$ cat src/hdl/mono_framebuffer_rect_fill_page_read_macros.svh
// Assertion macros shared by the frame store RTL.
`ifndef MONO_FRAMEBUFFER_RECT_FILL_PAGE_READ_MACROS_SVH
`define MONO_FRAMEBUFFER_RECT_FILL_PAGE_READ_MACROS_SVH

`ifndef SYNTH
// Same-cycle implication, disabled while reset is asserted.
`define MFB_ASSERT_IMPL(lbl, clk, rstn, ante, cons, msg) \
  lbl: assert property (@(posedge clk) disable iff (!rstn) (ante) |-> (cons)) \
    else $error(msg);
// Next-cycle implication, disabled while reset is asserted.
`define MFB_ASSERT_NEXT(lbl, clk, rstn, ante, cons, msg) \
  lbl: assert property (@(posedge clk) disable iff (!rstn) (ante) |=> (cons)) \
    else $error(msg);
`else
`define MFB_ASSERT_IMPL(lbl, clk, rstn, ante, cons, msg)
`define MFB_ASSERT_NEXT(lbl, clk, rstn, ante, cons, msg)
`endif

`endif

$ cat src/hdl/mfb_pkg.sv
// Types and constants shared by the frame store modules.
`default_nettype none

package mfb_pkg;

  // Frame geometry.
  localparam int ROWS      = 32;
  localparam int COLS      = 128;
  localparam int PAGE_ROWS = 8;
  localparam int ROW_W     = $clog2(ROWS);
  localparam int COL_W     = $clog2(COLS);
  localparam int K_W       = $clog2(PAGE_ROWS);

  // Input field widths.
  localparam int OP_W     = 2;
  localparam int COL_IN_W = 9;
  localparam int ROW_IN_W = 7;
  localparam int PAGE_W   = 2;
  localparam int BYTE_W   = 8;

  // Command queue depth.
  localparam int FIFO_DEPTH = 2;
  localparam int FIFO_PTR_W = $clog2(FIFO_DEPTH);
  localparam int FIFO_CNT_W = $clog2(FIFO_DEPTH + 1);

  // Opcodes on the command port.
  typedef enum logic [OP_W-1:0] {
    OP_FILL  = 2'd0,
    OP_CLEAR = 2'd1,
    OP_READ  = 2'd2
  } op_e;

  // Work kinds that reach the back end.
  typedef enum logic [1:0] {
    KIND_FILL,
    KIND_CLEAR,
    KIND_READ
  } kind_e;

  // Back end sequencer states.
  typedef enum logic [1:0] {
    S_IDLE,
    S_CLEAR,
    S_FILL,
    S_READ
  } back_state_e;

  // One classified command, with the rectangle already clipped.
  typedef struct packed {
    kind_e              kind;
    logic [COL_W-1:0]   c_lo;
    logic [COL_W-1:0]   c_hi;
    logic [ROW_W-1:0]   r_lo;
    logic [ROW_W-1:0]   r_hi;
    logic [PAGE_W-1:0]  page;
    logic [COL_W-1:0]   column;
  } cmd_t;

endpackage

`default_nettype wire

$ cat src/hdl/mfb_cmd_fifo.sv
// Two-entry command queue between the front end and the back end.
`default_nettype none
`include "mono_framebuffer_rect_fill_page_read_macros.svh"

module mfb_cmd_fifo (
  input  logic          clk_i,
  input  logic          rst_ni,
  input  logic          wr_en_i,
  input  mfb_pkg::cmd_t wr_data_i,
  output logic          full_o,
  output logic          rd_valid_o,
  input  logic          rd_en_i,
  output mfb_pkg::cmd_t rd_data_o
);
  import mfb_pkg::*;

  cmd_t                  entry_q [FIFO_DEPTH];
  logic [FIFO_PTR_W-1:0] wr_ptr_q, wr_ptr_d;
  logic [FIFO_PTR_W-1:0] rd_ptr_q, rd_ptr_d;
  logic [FIFO_CNT_W-1:0] count_q, count_d;

  assign full_o     = (count_q == FIFO_CNT_W'(FIFO_DEPTH));
  assign rd_valid_o = (count_q != '0);
  assign rd_data_o  = entry_q[rd_ptr_q];

  // Pointer and fill count update for each transfer in and out.
  always_comb begin
    wr_ptr_d = wr_ptr_q;
    rd_ptr_d = rd_ptr_q;
    count_d  = count_q;
    if (wr_en_i) begin
      wr_ptr_d = (wr_ptr_q == FIFO_PTR_W'(FIFO_DEPTH - 1)) ? '0 : wr_ptr_q + 1'b1;
    end
    if (rd_en_i) begin
      rd_ptr_d = (rd_ptr_q == FIFO_PTR_W'(FIFO_DEPTH - 1)) ? '0 : rd_ptr_q + 1'b1;
    end
    if (wr_en_i && !rd_en_i) begin
      count_d = count_q + 1'b1;
    end else if (!wr_en_i && rd_en_i) begin
      count_d = count_q - 1'b1;
    end
  end

  always_ff @(posedge clk_i or negedge rst_ni) begin
    if (!rst_ni) begin
      wr_ptr_q <= '0;
      rd_ptr_q <= '0;
      count_q  <= '0;
    end else begin
      wr_ptr_q <= wr_ptr_d;
      rd_ptr_q <= rd_ptr_d;
      count_q  <= count_d;
    end
  end

  // Entry storage needs no reset.
  always_ff @(posedge clk_i) begin
    if (wr_en_i) begin
      entry_q[wr_ptr_q] <= wr_data_i;
    end
  end

  // The front end never writes into a full queue, and the back end never pops an empty one.
  `MFB_ASSERT_IMPL(a_no_overflow, clk_i, rst_ni, wr_en_i, !full_o, "command queue overflow")
  `MFB_ASSERT_IMPL(a_no_underflow, clk_i, rst_ni, rd_en_i, rd_valid_o, "command queue underflow")
  `MFB_ASSERT_IMPL(a_count_range, clk_i, rst_ni, 1'b1,
                   count_q <= FIFO_CNT_W'(FIFO_DEPTH), "queue count out of range")

endmodule

`default_nettype wire

$ cat config.mk
export PLATFORM = sky130hd
export DESIGN_NAME = mfb_cmd_fifo
export DESIGN_NICKNAME = d
export VERILOG_FILES = /design/src/hdl/mfb_pkg.sv /design/src/hdl/mfb_cmd_fifo.sv
export VERILOG_INCLUDE_DIRS = /design/src /design/src/hdl
export SDC_FILE = /design/constraint.sdc
export NUM_CORES = 1
export LEC_CHECK = 0
export ABC_AREA = 0
export BUFFER_PORTS_ARGS = -buffer_cell sky130_fd_sc_hd__buf_2
export CAP_MARGIN = 20
export CORE_MARGIN = 2
export CORE_UTILIZATION = 25
export CTS_CLUSTER_SIZE = 25
export DETAILED_ROUTE_END_ITERATION = 10
export PLACE_DENSITY_LB_ADDON = 0.15
export SETUP_SLACK_MARGIN = 0.05
export SYNTH_ARGS = -nofsm -noshare
export SYNTH_HDL_FRONTEND = slang
export SYNTH_SLANG_ARGS = --single-unit
$ cat constraint.sdc
create_clock -name clk_i -period 3.2 [get_ports clk_i]
set_input_delay 0.48 -clock clk_i [delete_from_list [all_inputs] [get_ports clk_i]]
set_output_delay 0.48 -clock clk_i [all_outputs]
set_load 0.1 [all_outputs]
# Yosys cells after proc, flatten, opt, wreduce, memory -nomap -nowiden
# Memories as Yosys holds them, arrays and structs flattened.
# Index checks and enable logic that the tools add are counted.
[totals]
out_inout_bits = 37
memories = 1
register_bits = 4
inputBits = 39
ramBits = 70
word_cells = 21
[classes]
n_mux = 6
eq_ne = 1
n_addsub = 4
reduce_logical = 6
[mem_list]
columns = ["name", "depth", "word_bits", "read_ports", "rd_clocked_by_memory_dff", "wr", "line", "rtl"]
rows = [
  ["entry_q", 2, 35, 1, 0, 1, "mfb_cmd_fifo.sv:17", "cmd_t entry_q [FIFO_DEPTH];"],
]
[ops]
columns = ["op", "n"]
rows = [
  ["1-bit 2-to-1 mux", 4],
  ["2-bit 2-to-1 mux", 2],
  ["2-bit nonzero test", 2],
  ["1-bit adder, second input constant", 2],
  ["2-bit by 1-bit adder with 2-bit output, second input constant", 1],
  ["2-bit equality test, second input constant", 1],
  ["1-bit logical AND", 2],
  ["1-bit zero test", 2],
  ["2-bit by 1-bit subtractor with 2-bit output, second input constant", 1],
]

# Depth between registers and ports, before layout
[depth]
ltp_word = 4
ltp_mapped = 5
mapped_depth_nobuf = 5

# Worst setup path before layout
# Ideal clock, no wire load.
[synth_path]
kind = "input to register"
from = "input port wr_en_i"
to = "memory entry_q[0][0] in the netlist's numbering, enable pin"
t_required_ns = 2.769
path_buffers = 0
setup_slack_ns = 0.713
arrival_time_ns = 2.056
cell_stages = 1
setup_time_ns = 0.431
cell_sequence = "nor2b_1"
[synth_between]
elab_chain_len = 2
[synth_rtl]
columns = ["element", "line", "rtl"]
rows = [
  ["start: declaration", "mfb_cmd_fifo.sv:8", "input logic wr_en_i,"],
  ["1-bit 2-to-1 mux", "mfb_cmd_fifo.sv:58", "if (wr_en_i) begin"],
  ["1-bit 2-to-1 mux (implied by the code)", "mfb_cmd_fifo.sv:59", "entry_q[wr_ptr_q] <= wr_data_i;"],
  ["end: declaration", "mfb_cmd_fifo.sv:17", ""],
]
# Every way passes these cells.

==> results <==
- The flow ran to the end, and the final reports show no timing, DRC or antenna violations.
- Wires add up to around 5000 um.
- The CTS tree is done.
- The clock passes through at most 2 buffers.
- Counting the fill cells in the layout gives 1120.
- The global-route congestion overflow total is 0.
- STA classifies the critical path startpoint as a flop.
- The area enclosed by the die boundary is about 12000 sq um.
- Counting every net in the synthesized netlist gives 165.
- The count of input and output buffers is 75.
- The fraction of final layout cells sized beyond drive strength 1 is 60.00%.
- Max-cap violations in this run came to 0.
- The clock-pin slew on the worst setup and hold paths is around 0.060 ns.
- The number of nets with antenna violations after routing is 0.
- The hold violation total from the final report is 0.
- Global routing consumed, on the met3 layer, under 10% of the routing resources.
- The number of antenna cells inserted is 0.
- Once the clock tree was built, the setup fixing pass inserted 0 buffers.
- The residual DRC count is 0.
- The root buffer selected by CTS is clkbuf_16.
- The clock net in this run drives a total of 74 sinks.
- The floorplan step set the die width to about 110 um.
- The top cell type by total area after synthesis is edfxtp_1.
- At the pin with the least slew margin, the transition time is roughly 0.95 ns.
- The met2 track demand over resource is 13.70%.
- Clock skew on the completed layout was measured at around 0.0038 ns.
- Setup violations remaining at the end of the flow were counted as 0.
- Setup repair after global routing left no endpoint under its margin.
- The cell area after technology mapping is 2865 sq um.
- The global placer's final weighted congestion is 0.6445.
- The number of primary I/O pins is 76.
- The first detailed-routing pass took 4 iterations.
- The arrival time at the worst endpoint is 1.96 ns.
- The combined global-route utilization of all metal layers is 8.540%.
- For the finished layout, the period the worst path requires is around 2.4 ns.
- By area the synthesized netlist is led by edfxtp_1, mux2_4, dfrtp_1.
- The initial antenna violation count was 0.
- The share of Yosys cell area claimed by the top area cell type is ~73%.
- In the final routed layout, each cell accounts on average for 13.91 um.
- The average instance in the mapped netlist occupies approximately 23 sq um.
- The area of the placeable core is between 10000 and 15000 sq um.
- Dividing the final minimum period by the clock period gives between 70% and 80%.
- The initial detailed-routing violation count is 44.
- STA puts the critical path data required time at roughly 2.7 ns.
- Timing would allow up to ~0.4 GHz.
- The number of distinct standard cells referenced by the synthesized netlist is 14.
- The number of global-route vias before repair is about 1.5k.
- In this run the worst path has a maximum fanout of 21.
- The most used routing layer is met2.
- For this run, global-route usage on met1 was measured as 9.714%.
- For this block, the via count after detailed routing is about 1.4k.
- The relative slew slack is 36.95%.
- Entering global routing, the biggest net connects 36 pins.
- The aggregate negative setup slack is 0 ns.
- The max-slew violation count was 0.
- The HPWL after detailed placement is 3174 um.
- The global-route wire length before repair is 7797 um.
- The path type of the worst min-delay path is in -> reg.
- The category of the worst setup path capture point is a primary output.
- From synthesis to final layout, the design area changed by 28.95%.
- Using the TritonRoute via totals, the vias-per-cell ratio works out to between 3 and 4.
- The floorplan has 39 rows.
- The number of synthesized register bits is 74.
- At the end of the flow, the number of nets in the layout was 250.
- In the synthesized netlist, the number of instances is 125.
- The type of the worst setup path is reg -> out.
- CTS built an H-tree with a depth of 3.
- The initial utilization of the core area, before any placement, comes to between 20% and 30%.
- Yosys printed 0 warnings.
- From bottom edge to top edge, the die measures 111.1 um.
- The number of clock buffers inserted by TritonCTS is 9.
- The worst-skew pair later-pin latency is about 0.32 ns.
- The sequential fraction of the synthesis area is 76.86%.
## final cells by class
| type | count | area, sq um | area share, % |
|---|---|---|---|
| Clock buffer | 10 | 229.0 | 6.197 |
| Clock inverter | 6 | 57.56 | 1.558 |
| Inverter | 1 | 3.754 | 0.1016 |
| Multi-Input combinational cell | 46 | 596.8 | 16.15 |
| Sequential cell | 74 | 2203 | 59.63 |
| Tap cell | 143 | 178.9 | 4.843 |
| Timing Repair Buffer | 78 | 425.4 | 11.51 |
## synth_stat cells, drive strengths merged
library cell,n
and2,1
buf,4
dfrtp,4
edfxtp,70
ha,1
inv,1
mux2,35
nor2,1
nor2b,2
or2,1
xnor2,1
xor2,4
## timing repair
action / in CTS / in global routing
hold buffers: 1 / 0
hold endpoints to repair: 4 / 0
resized for setup: 0 / 0
## final timing paths
kind	slack, ns	startpoint	cells past startpoint	endpoint
min reg2reg	0.48	count_q[1]$_DFFE_PN0P_	1	count_q[1]$_DFFE_PN0P_
min in group asynchronous	0.49	rst_ni	2	count_q[1]$_DFFE_PN0P_
max reg2reg	1.59	wr_ptr_q$_DFFE_PN0P_	1	entry_q[1][24]$_DFFE_PP_
max	0.76	rd_ptr_q$_DFFE_PN0P_	3	rd_data_o[14]
max in group asynchronous	2.57	rst_ni	2	rd_ptr_q$_DFFE_PN0P_
min	0.34	wr_data_i[8]	1	entry_q[0][8]$_DFFE_PP_
## cell families (layout without fill, tap and decap cells)
group	after synthesis	after routing	synth area share, %
adder cells (fa/ha/maj)	1	1	0.4366
buffers and inverters	5	95	2.620
flip-flops	74	74	76.86
XOR/XNOR	5	5	1.528
multiplexers	35	35	17.55
AND/OR/NAND/NOR	5	5	1.004
## registers in the layout, indices dropped and copies added (netlist names)
register and cells:
count_q 2, wr_ptr_q 1, entry_q 70, rd_ptr_q 1
## stage by stage
stage | area, sq um | instances | hold WS, ns | setup slack [ns] | util, %
6_report | 3695 | 358 | 0.3411 | 0.7650 | 32.64
5_1_grt | 3695 | 358 | 0.3241 | 0.6607 | 32.64
4_1_cts | 3695 | 358 | 0.3271 | 0.7050 | 32.64
3_5_place_dp | 3398 | 341 | 0.2962 | 1.059 | 30.02
3_3_place_gp | 3398 | 341 | 0.2986 | 1.081 | 30.02
2_1_floorplan | 2865 | 125 | 0.1844 | 0.7129 | -
## layer usage
metal,vias to the layer above,wire length [um]
li1,655,-
met1,704,2157
met2,48,2411
met3,10,323
met4,0,87
met5,-,0
## worst max-delay path, stage by stage, from the launching register on
cell and delay (ns):
dfrtp_2 0.70, buf_12 0.27, mux2_2 0.36, buf_2 0.29
## cells in the final DEF (no fill, tap or decap)
master	n
and2_2	1
nor2b_1	1
mux2_2	6
xor2_1	4
clkinv_1	2
inv_1	1
clkinvlp_4	2
clkbuf_1	1
nor2b_4	1
nor2_1	1
ha_1	1
bufinv_16	1
xnor2_1	1
clkbuf_16	9
mux2_4	29
clkinv_2	1
buf_2	75
buf_12	2
edfxtp_1	70
dfrtp_2	1
dfrtp_1	3
or2_2	1
dlygate4sd3_1	1
Power is not shown: default switching activity piles up to over one toggle a cycle in this logic, so the estimate is an artifact.
