<file path="config.mk">
export PLATFORM = sky130hd
export DESIGN_NAME = mfb_front
export DESIGN_NICKNAME = d
export VERILOG_FILES = /design/src/hdl/mono_framebuffer_rect_fill_page_read_macros.svh /design/src/hdl/mfb_pkg.sv /design/src/hdl/mfb_front.sv
export SDC_FILE = /design/constraint.sdc
export NUM_CORES = 1
export LEC_CHECK = 0
export BUFFER_PORTS_ARGS = -buffer_cell sky130_fd_sc_hd__buf_2
export CAP_MARGIN = 20
export CORE_MARGIN = 2
export CORE_UTILIZATION = 36
export DETAILED_ROUTE_END_ITERATION = 7
export PLACE_DENSITY = 0.89
export SLEW_MARGIN = 20
export SYNTH_ARGS = -nofsm -noshare
export SYNTH_HDL_FRONTEND = slang
export SYNTH_SLANG_ARGS = --single-unit
export TNS_END_PERCENT = 1
</file>
<file path="constraint.sdc">
create_clock -name vclk -period 1.6
set_input_delay 0.08 -clock vclk [all_inputs]
set_output_delay 0.08 -clock vclk [all_outputs]
set_load 0.02 [all_outputs]
</file>
<file path="src/hdl/mono_framebuffer_rect_fill_page_read_macros.svh">
// Assertion macros shared by the frame store RTL.
`ifndef MONO_FRAMEBUFFER_RECT_FILL_PAGE_READ_MACROS_SVH
`define MONO_FRAMEBUFFER_RECT_FILL_PAGE_READ_MACROS_SVH

`ifndef SYNTH
// Same-cycle implication, disabled while reset is asserted.
`define MFB_ASSERT_IMPL(lbl, clk, rstn, ante, cons, msg) \
  lbl: assert property (@(posedge clk) disable iff (!rstn) (ante) |-> (cons)) \
    else $error(msg);
// Next-cycle implication, disabled while reset is asserted.
`define MFB_ASSERT_NEXT(lbl, clk, rstn, ante, cons, msg) \
  lbl: assert property (@(posedge clk) disable iff (!rstn) (ante) |=> (cons)) \
    else $error(msg);
`else
`define MFB_ASSERT_IMPL(lbl, clk, rstn, ante, cons, msg)
`define MFB_ASSERT_NEXT(lbl, clk, rstn, ante, cons, msg)
`endif

`endif

</file>
<file path="src/hdl/mfb_pkg.sv">
// Types and constants shared by the frame store modules.
`default_nettype none

package mfb_pkg;

  // Frame geometry.
  localparam int ROWS      = 32;
  localparam int COLS      = 128;
  localparam int PAGE_ROWS = 8;
  localparam int ROW_W     = $clog2(ROWS);
  localparam int COL_W     = $clog2(COLS);
  localparam int K_W       = $clog2(PAGE_ROWS);

  // Input field widths.
  localparam int OP_W     = 2;
  localparam int COL_IN_W = 9;
  localparam int ROW_IN_W = 7;
  localparam int PAGE_W   = 2;
  localparam int BYTE_W   = 8;

  // Command queue depth.
  localparam int FIFO_DEPTH = 2;
  localparam int FIFO_PTR_W = $clog2(FIFO_DEPTH);
  localparam int FIFO_CNT_W = $clog2(FIFO_DEPTH + 1);

  // Opcodes on the command port.
  typedef enum logic [OP_W-1:0] {
    OP_FILL  = 2'd0,
    OP_CLEAR = 2'd1,
    OP_READ  = 2'd2
  } op_e;

  // Work kinds that reach the back end.
  typedef enum logic [1:0] {
    KIND_FILL,
    KIND_CLEAR,
    KIND_READ
  } kind_e;

  // Back end sequencer states.
  typedef enum logic [1:0] {
    S_IDLE,
    S_CLEAR,
    S_FILL,
    S_READ
  } back_state_e;

  // One classified command, with the rectangle already clipped.
  typedef struct packed {
    kind_e              kind;
    logic [COL_W-1:0]   c_lo;
    logic [COL_W-1:0]   c_hi;
    logic [ROW_W-1:0]   r_lo;
    logic [ROW_W-1:0]   r_hi;
    logic [PAGE_W-1:0]  page;
    logic [COL_W-1:0]   column;
  } cmd_t;

endpackage

`default_nettype wire

</file>
<file path="src/hdl/mfb_front.sv">
// Front end: takes commands, clips rectangles and drops work that changes nothing.
`default_nettype none

module mfb_front (
  input  logic                              start,
  output logic                              busy,
  input  logic [mfb_pkg::OP_W-1:0]          op_i,
  input  logic signed [mfb_pkg::COL_IN_W-1:0] left_i,
  input  logic signed [mfb_pkg::ROW_IN_W-1:0] top_i,
  input  logic signed [mfb_pkg::COL_IN_W-1:0] right_i,
  input  logic signed [mfb_pkg::ROW_IN_W-1:0] bottom_i,
  input  logic [mfb_pkg::PAGE_W-1:0]        page_i,
  input  logic [mfb_pkg::COL_W-1:0]         column_i,
  input  logic                              fifo_full_i,
  input  logic                              init_busy_i,
  output logic                              push_o,
  output mfb_pkg::cmd_t                     cmd_o
);
  import mfb_pkg::*;

  logic [COL_IN_W-1:0] c_lo_u;
  logic [COL_IN_W-1:0] c_hi_u;
  logic [ROW_IN_W-1:0] r_lo_u;
  logic [ROW_IN_W-1:0] r_hi_u;
  logic                empty_rect;
  logic                keep;
  logic                accept;

  // New commands are held off while the queue is full or the clearing pass after reset runs.
  assign busy   = fifo_full_i | init_busy_i;
  assign accept = start & ~busy;

  // Clip the rectangle to the frame; negative lows clamp to zero, highs to the edge.
  always_comb begin
    c_lo_u = left_i[COL_IN_W-1] ? '0 : COL_IN_W'(left_i);
    if (right_i[COL_IN_W-1]) begin
      c_hi_u = '0;
    end else if (COL_IN_W'(right_i) > COL_IN_W'(COLS - 1)) begin
      c_hi_u = COL_IN_W'(COLS - 1);
    end else begin
      c_hi_u = COL_IN_W'(right_i);
    end
    r_lo_u = top_i[ROW_IN_W-1] ? '0 : ROW_IN_W'(top_i);
    if (bottom_i[ROW_IN_W-1]) begin
      r_hi_u = '0;
    end else if (ROW_IN_W'(bottom_i) > ROW_IN_W'(ROWS - 1)) begin
      r_hi_u = ROW_IN_W'(ROWS - 1);
    end else begin
      r_hi_u = ROW_IN_W'(bottom_i);
    end
    // A negative high edge or crossed edges leave nothing to draw.
    empty_rect = right_i[COL_IN_W-1] | bottom_i[ROW_IN_W-1] |
                 (c_lo_u > c_hi_u) | (r_lo_u > r_hi_u);
  end

  // Classify the opcode into a back end command.
  always_comb begin
    cmd_o.kind   = KIND_READ;
    cmd_o.c_lo   = c_lo_u[COL_W-1:0];
    cmd_o.c_hi   = c_hi_u[COL_W-1:0];
    cmd_o.r_lo   = r_lo_u[ROW_W-1:0];
    cmd_o.r_hi   = r_hi_u[ROW_W-1:0];
    cmd_o.page   = page_i;
    cmd_o.column = column_i;
    keep         = 1'b0;
    case (op_i)
      OP_FILL: begin
        cmd_o.kind = KIND_FILL;
        keep       = ~empty_rect;
      end
      OP_CLEAR: begin
        cmd_o.kind = KIND_CLEAR;
        keep       = 1'b1;
      end
      OP_READ: begin
        cmd_o.kind = KIND_READ;
        keep       = 1'b1;
      end
      default: begin
        keep = 1'b0;
      end
    endcase
  end

  assign push_o = accept & keep;

endmodule

`default_nettype wire

</file>
# --- Yosys cells after proc, flatten, opt, wreduce, memory -nomap -nowiden ---
# Index checks and enable logic that the tools add are counted.
word_totals:
  out_inout_bits: 37
  elab_cells: 24
  reg_bits: 0
classes:
  order_cmp: 4
  reduce_logical: 2
  bitwise_logic: 8
  n_mux: 8
  n_eq_ne: 2
op_table:
  columns: ["cell", "n"]
  rows:
  - ["$mux W8", 3]
  - ["$mux W6", 3]
  - ["$gt A8 B9 Y1", 1]
  - ["$gt A9 B8 Y1 const B", 1]
  - ["$gt A6 B7 Y1", 1]
  - ["$gt A7 B6 Y1 const B", 1]
  - ["$or A1 B1 Y1", 4]
  - ["$pmux W2 S2", 1]
  - ["$and A1 B1 Y1", 2]
  - ["$eq A2 B1 Y1 const B", 1]
  - ["$eq A2 B2 Y1 const B", 1]
  - ["$logic_not A2 Y1", 1]
  - ["$not A1 Y1", 2]
  - ["$pmux W1 S2", 1]
  - ["$reduce_or A2 Y1", 1]

# --- Longest topological paths before layout ---
logic_depth:
  ltp_word: 9
  mapped_depth: 8
  mapped_depth_nobuf: 8

# --- Least setup slack after synthesis ---
# No wires, ideal clock.
synth_path:
  path_type: "input -> output"
  startpoint: "input port top_i[4] (netlist bit)"
  endpoint: "output port push_o"
  arrival_ns: 1.731
  required_time_ns: 1.520
  cell_stages: 6
  path_buffers: 0
  setup_slack_ns: -0.211
  path_cell_list: "nor2b_1 -> ha_1 -> a2111oi_2 -> o2bb2ai_1 -> o2111ai_1 -> o21ai_1"
synth_via:
  elab_chain_len: 6
synth_rtl:
  columns: ["element", "line_no", "source"]
  rows:
  - ["start: declaration", "mfb_front.sv:9", "input logic signed [mfb_pkg::ROW_IN_W-1:0] top_i,"]
  - ["$mux W6", "mfb_front.sv:43", "r_lo_u = top_i[ROW_IN_W-1] ? '0 : ROW_IN_W'(top_i);"]
  - ["$gt A6 B7 Y1", "mfb_front.sv:53", "(c_lo_u > c_hi_u) | (r_lo_u > r_hi_u);"]
  - ["$or A1 B1 Y1", "mfb_front.sv:53", null]
  - ["$not A1 Y1", "mfb_front.sv:69", "keep = ~empty_rect;"]
  - ["$pmux W1 S2", "mfb_front.sv:66", "case (op_i)"]
  - ["$and A1 B1 Y1", "mfb_front.sv:85", "assign push_o = accept & keep;"]
  - ["end: declaration", "mfb_front.sv:16", "output logic push_o,"]
# Every way passes these cells.

# --- Worst setup path in the final report ---
layout_path:
  startpoint: "input port right_i[8] (netlist bit)"
  endpoint: "output port push_o"
layout_via:
  elab_chain_len: 9
  elab_cells_between_ends: 10
layout_rtl:
  columns: ["element", "line_no", "source"]
  rows:
  - ["start: declaration", "mfb_front.sv:10", "input logic signed [mfb_pkg::COL_IN_W-1:0] right_i,"]
  - ["$gt A9 B8 Y1", "mfb_front.sv:38", "end else if (COL_IN_W'(right_i) > COL_IN_W'(COLS - 1)) begin"]
  - ["$mux W8", "mfb_front.sv:38", null]
  - ["$mux W8", "mfb_front.sv:36", "if (right_i[COL_IN_W-1]) begin"]
  - ["$gt A8 B9 Y1", "mfb_front.sv:53", null]
  - ["$or A1 B1 Y1 (*)", "mfb_front.sv:52", "empty_rect = right_i[COL_IN_W-1] | bottom_i[ROW_IN_W-1] |"]
  - ["$or A1 B1 Y1 (*)", "mfb_front.sv:53", null]
  - ["$not A1 Y1 (*)", "mfb_front.sv:69", null]
  - ["$pmux W1 S2 (*)", "mfb_front.sv:66", null]
  - ["$and A1 B1 Y1 (*)", "mfb_front.sv:85", null]
# Mark *: on every way between the ends. The rest lies on a longest branch, timed or not.

==> out/metrics.json <==
{
  "status": {"value": "finished with violations"},
  "failing_checks": {"value": "negative setup slack"},
  "use_met2": {"value": 44.1, "unit": "%"},
  "worst-endpoint-required": {"value": 1.52, "unit": "ns"},
  "critPathMaxFanout": {"value": 6},
  "postCtsHoldBufs": {"value": 0},
  "gr-usage-met3": {"value": 1.84, "unit": "%"},
  "placeableCoreArea": {"value": 1940, "unit": "um^2"},
  "setup_repair_after_global_routing_missed_its_margin": {"value": "yes"},
  "finish_stage_setup_viols": {"value": 1},
  "hp-class": {"value": "in2out"},
  "die_area": {"value": 2400, "unit": "um^2"},
  "placementRows": {"value": 16},
  "grt-ovfl-total": {"value": 0},
  "diodes": {"value": 0},
  "worstPathCellList": {"value": "buf_6 > or2_1 > ha_4 > nand4_1 > o22a_1 > a21oi_2 > a2bb2oi_2 > o21ai_2 > buf_6"},
  "area_delta_synth_final": {"value": 78.5, "unit": "%"},
  "drive_above_1_share": {"value": 54.9, "unit": "%"},
  "critPathMaxStageDelay": {"value": 0.30, "unit": "ns"},
  "crit_path_end_kind": {"value": "output pin"},
  "yosys.area.top_type_share": {"value": 30.9, "unit": "%"},
  "yosysSeqAreaShare": {"value": 0, "unit": "%"},
  "tmin_final": {"value": 1.67, "unit": "ns"},
  "initial_utilization": {"value": 37.5, "unit": "%"},
  "global_route.peak_usage_layer": {"value": "met2"},
  "remaining_number_of_nets_flagged_by_the_antenna_check_after_routing": {"value": 0},
  "portBuffers": {"value": 65},
  "post_synth_main_area_contributors": {"value": "ha_1 (31%), nor2b_1 (11%), or2_1 (9.5%)"},
  "ys_types": {"value": 20},
  "setup.worst_path.start_class": {"value": "input pin"},
  "via_count": {"value": 971},
  "place.detailed.instances": {"value": 206},
  "syn-mean-instance-area": {"value": 6.74, "unit": "um^2"},
  "antenna_found_initial": {"value": 0},
  "timing.setup.tns": {"value": -0.0703, "unit": "ns"},
  "grt_first_pass_wirelength": {"value": 3790, "unit": "um"},
  "number_of_global_route_vias_before_repair": {"value": 995},
  "worst_path_buffer_plus_inverter_count": {"value": 2},
  "finalCoreUtilization": {"value": 66.9, "unit": "%"},
  "achievable-frequency": {"value": 0.599, "unit": "GHz"},
  "drv_cap": {"value": 0},
  "finalWeightedCongestion": {"value": 0.750},
  "design.seq.count": {"value": 0},
  "p_leak": {"value": 0.751, "unit": "nW"},
  "i_o_pin_count": {"value": 83},
  "synth.cell_area": {"value": 728, "unit": "um^2"},
  "yosys_warnings": {"value": 0},
  "power.ir.vdd_worst": {"value": 0.143, "unit": "mV"},
  "critical_path.startpoint": {"value": "right_i[8]"},
  "post_route_clock_period_utilization": {"value": 104, "unit": "%"},
  "drt-wirelength-per-cell": {"value": 11.0, "unit": "um"},
  "globalRouteMet1Util": {"value": 18.0, "unit": "%"},
  "detailedRoute.firstIterationViolations": {"value": 6},
  "finish.net_count": {"value": 250},
  "synthCells": {"value": 108},
  "synth_top_area_cell": {"value": "ha_1"},
  "layout.cells.non_filler": {"value": 211},
  "powerDensity": {"value": 304, "unit": "nW/um^2"},
  "worst_ep_arrival_time": {"value": 1.59, "unit": "ns"},
  "path_depth": {"value": 9},
  "maximum_number_of_pins_on_one_net_before_global_route_repair": {"value": 7},
  "die_w": {"value": 49.0, "unit": "um"},
  "synth_commonest_cells": {"value": "ha_1 (18), nor2_1 (17), nor2b_1 (13)"},
  "dpl.hpwl": {"value": 1800, "unit": "um"},
  "finalWorstSetupSlack": {"value": -0.0703, "unit": "ns"},
  "seqCellArea": {"value": 0, "unit": "um^2"},
  "drt_pre_antenna_iters": {"value": 4},
  "drt_wl_total": {"value": 2320, "unit": "um"},
  "finalMaxSlewViolations": {"value": 0},
  "path_delay_family": {"value": "compound AO/OA/AOI/OAI gates"},
  "post-synth-top-count-cell": {"value": "ha_1"},
  "critical_path_s_slowest_cell": {"value": "ha_4"},
  "drc_violation_count_after_routing": {"value": 0},
  "critPathMostFrequentCell": {"value": "buf_6"},
  "drt-vias-per-instance": {"value": 4.60},
  "critPathKind": {"value": "in2out"},
  "track_usage": {"value": 19.1, "unit": "%"},
  "clkbuf_count": {"value": 0},
  "floorplan.die.height": {"value": 49.0, "unit": "um"},
  "crit_end": {"value": "push_o"},
  "finalHoldViolCount": {"value": 0}
}
-- stage by stage --
stage | cell area [um^2] | hold WS [ns] | power (W) | setup WS, ns
floorplan | 738 | 0.211 | 0.000220 | 0.0142
global placement | 1130 | 0.160 | 0.000328 | -0.206
detailed placement | 1130 | 0.160 | 0.000335 | -0.244
CTS | 1260 | 0.160 | 0.000377 | -0.0638
global route | 1300 | 0.160 | 0.000434 | -0.147
finish | 1300 | 0.160 | 0.000395 | -0.0703
-- how the worst min path moves through the flow --
stage                 from        end  slack [ns]  cells past startpoint
6_report       column_i[1]   cmd_o[1]        0.16                      0
5_1_grt        column_i[5]   cmd_o[5]        0.16                      0
4_1_cts        column_i[2]   cmd_o[2]        0.16                      0
3_5_place_dp   column_i[2]   cmd_o[2]        0.16                      0
3_3_place_gp   column_i[2]   cmd_o[2]        0.16                      0
2_1_floorplan     top_i[6]  cmd_o[18]        0.21                      1
-- layer usage --
metal / vias to the layer above / part of all wire, %
li1: 496 / -
met1: 435 / 38
met2: 40 / 55
met3: 0 / 7.0
met4: 0 / 0
met5: - / 0
-- power by group --
| part | internal [W] | switching (W) |
|---|---|---|
| clock network | 0 | 0 |
| registers | 0 | 0 |
| logic | 0.000197 | 0.000198 |
| total | 0.000197 | 0.000198 |
-- cell type report --
class,count,area [um^2]
fillers,174,642
inverters,14,52.6
well taps,27,33.8
multi-input cells,86,707
repair buffers,84,507
-- placed cells by master, fill, tap and decap left out, drive strengths merged --
| cell | Yosys | layout |
|---|---|---|
| a2111oi | 1 | 1 |
| a21oi | 5 | 5 |
| a2bb2oi | 1 | 1 |
| buf | 9 | 84 |
| conb | 1 | 2 |
| ha | 18 | 18 |
| inv | 14 | 14 |
| nand2 | 4 | 4 |
| nand2b | 3 | 3 |
| nand3 | 2 | 2 |
| nand4 | 2 | 2 |
| nor2 | 17 | 17 |
| nor2b | 13 | 13 |
| nor3b | 1 | 1 |
| o2111ai | 1 | 1 |
| o21ai | 3 | 3 |
| o22a | 1 | 1 |
| o2bb2ai | 1 | 1 |
| or2 | 11 | 11 |
-- logic make-up (layout without fill, tap and decap cells) --
kind of cell / count (synthesis) / after routing / synth area share, %
AOI/OAI and AO/OA: 13 / 13 / 12.4
other: 1 / 2 / 0.515
adders and majority gates: 18 / 18 / 30.9
and+or+nand+nor: 53 / 53 / 39.7
buffers and inverters: 23 / 98 / 16.5
-- what timing repair did --
action,in CTS,in global routing
pin swaps,23,7
endpoints found under the setup margin,1,1
gates resized for setup,18,5
setup buffers,5,0
(Power assumes the default switching activity.)
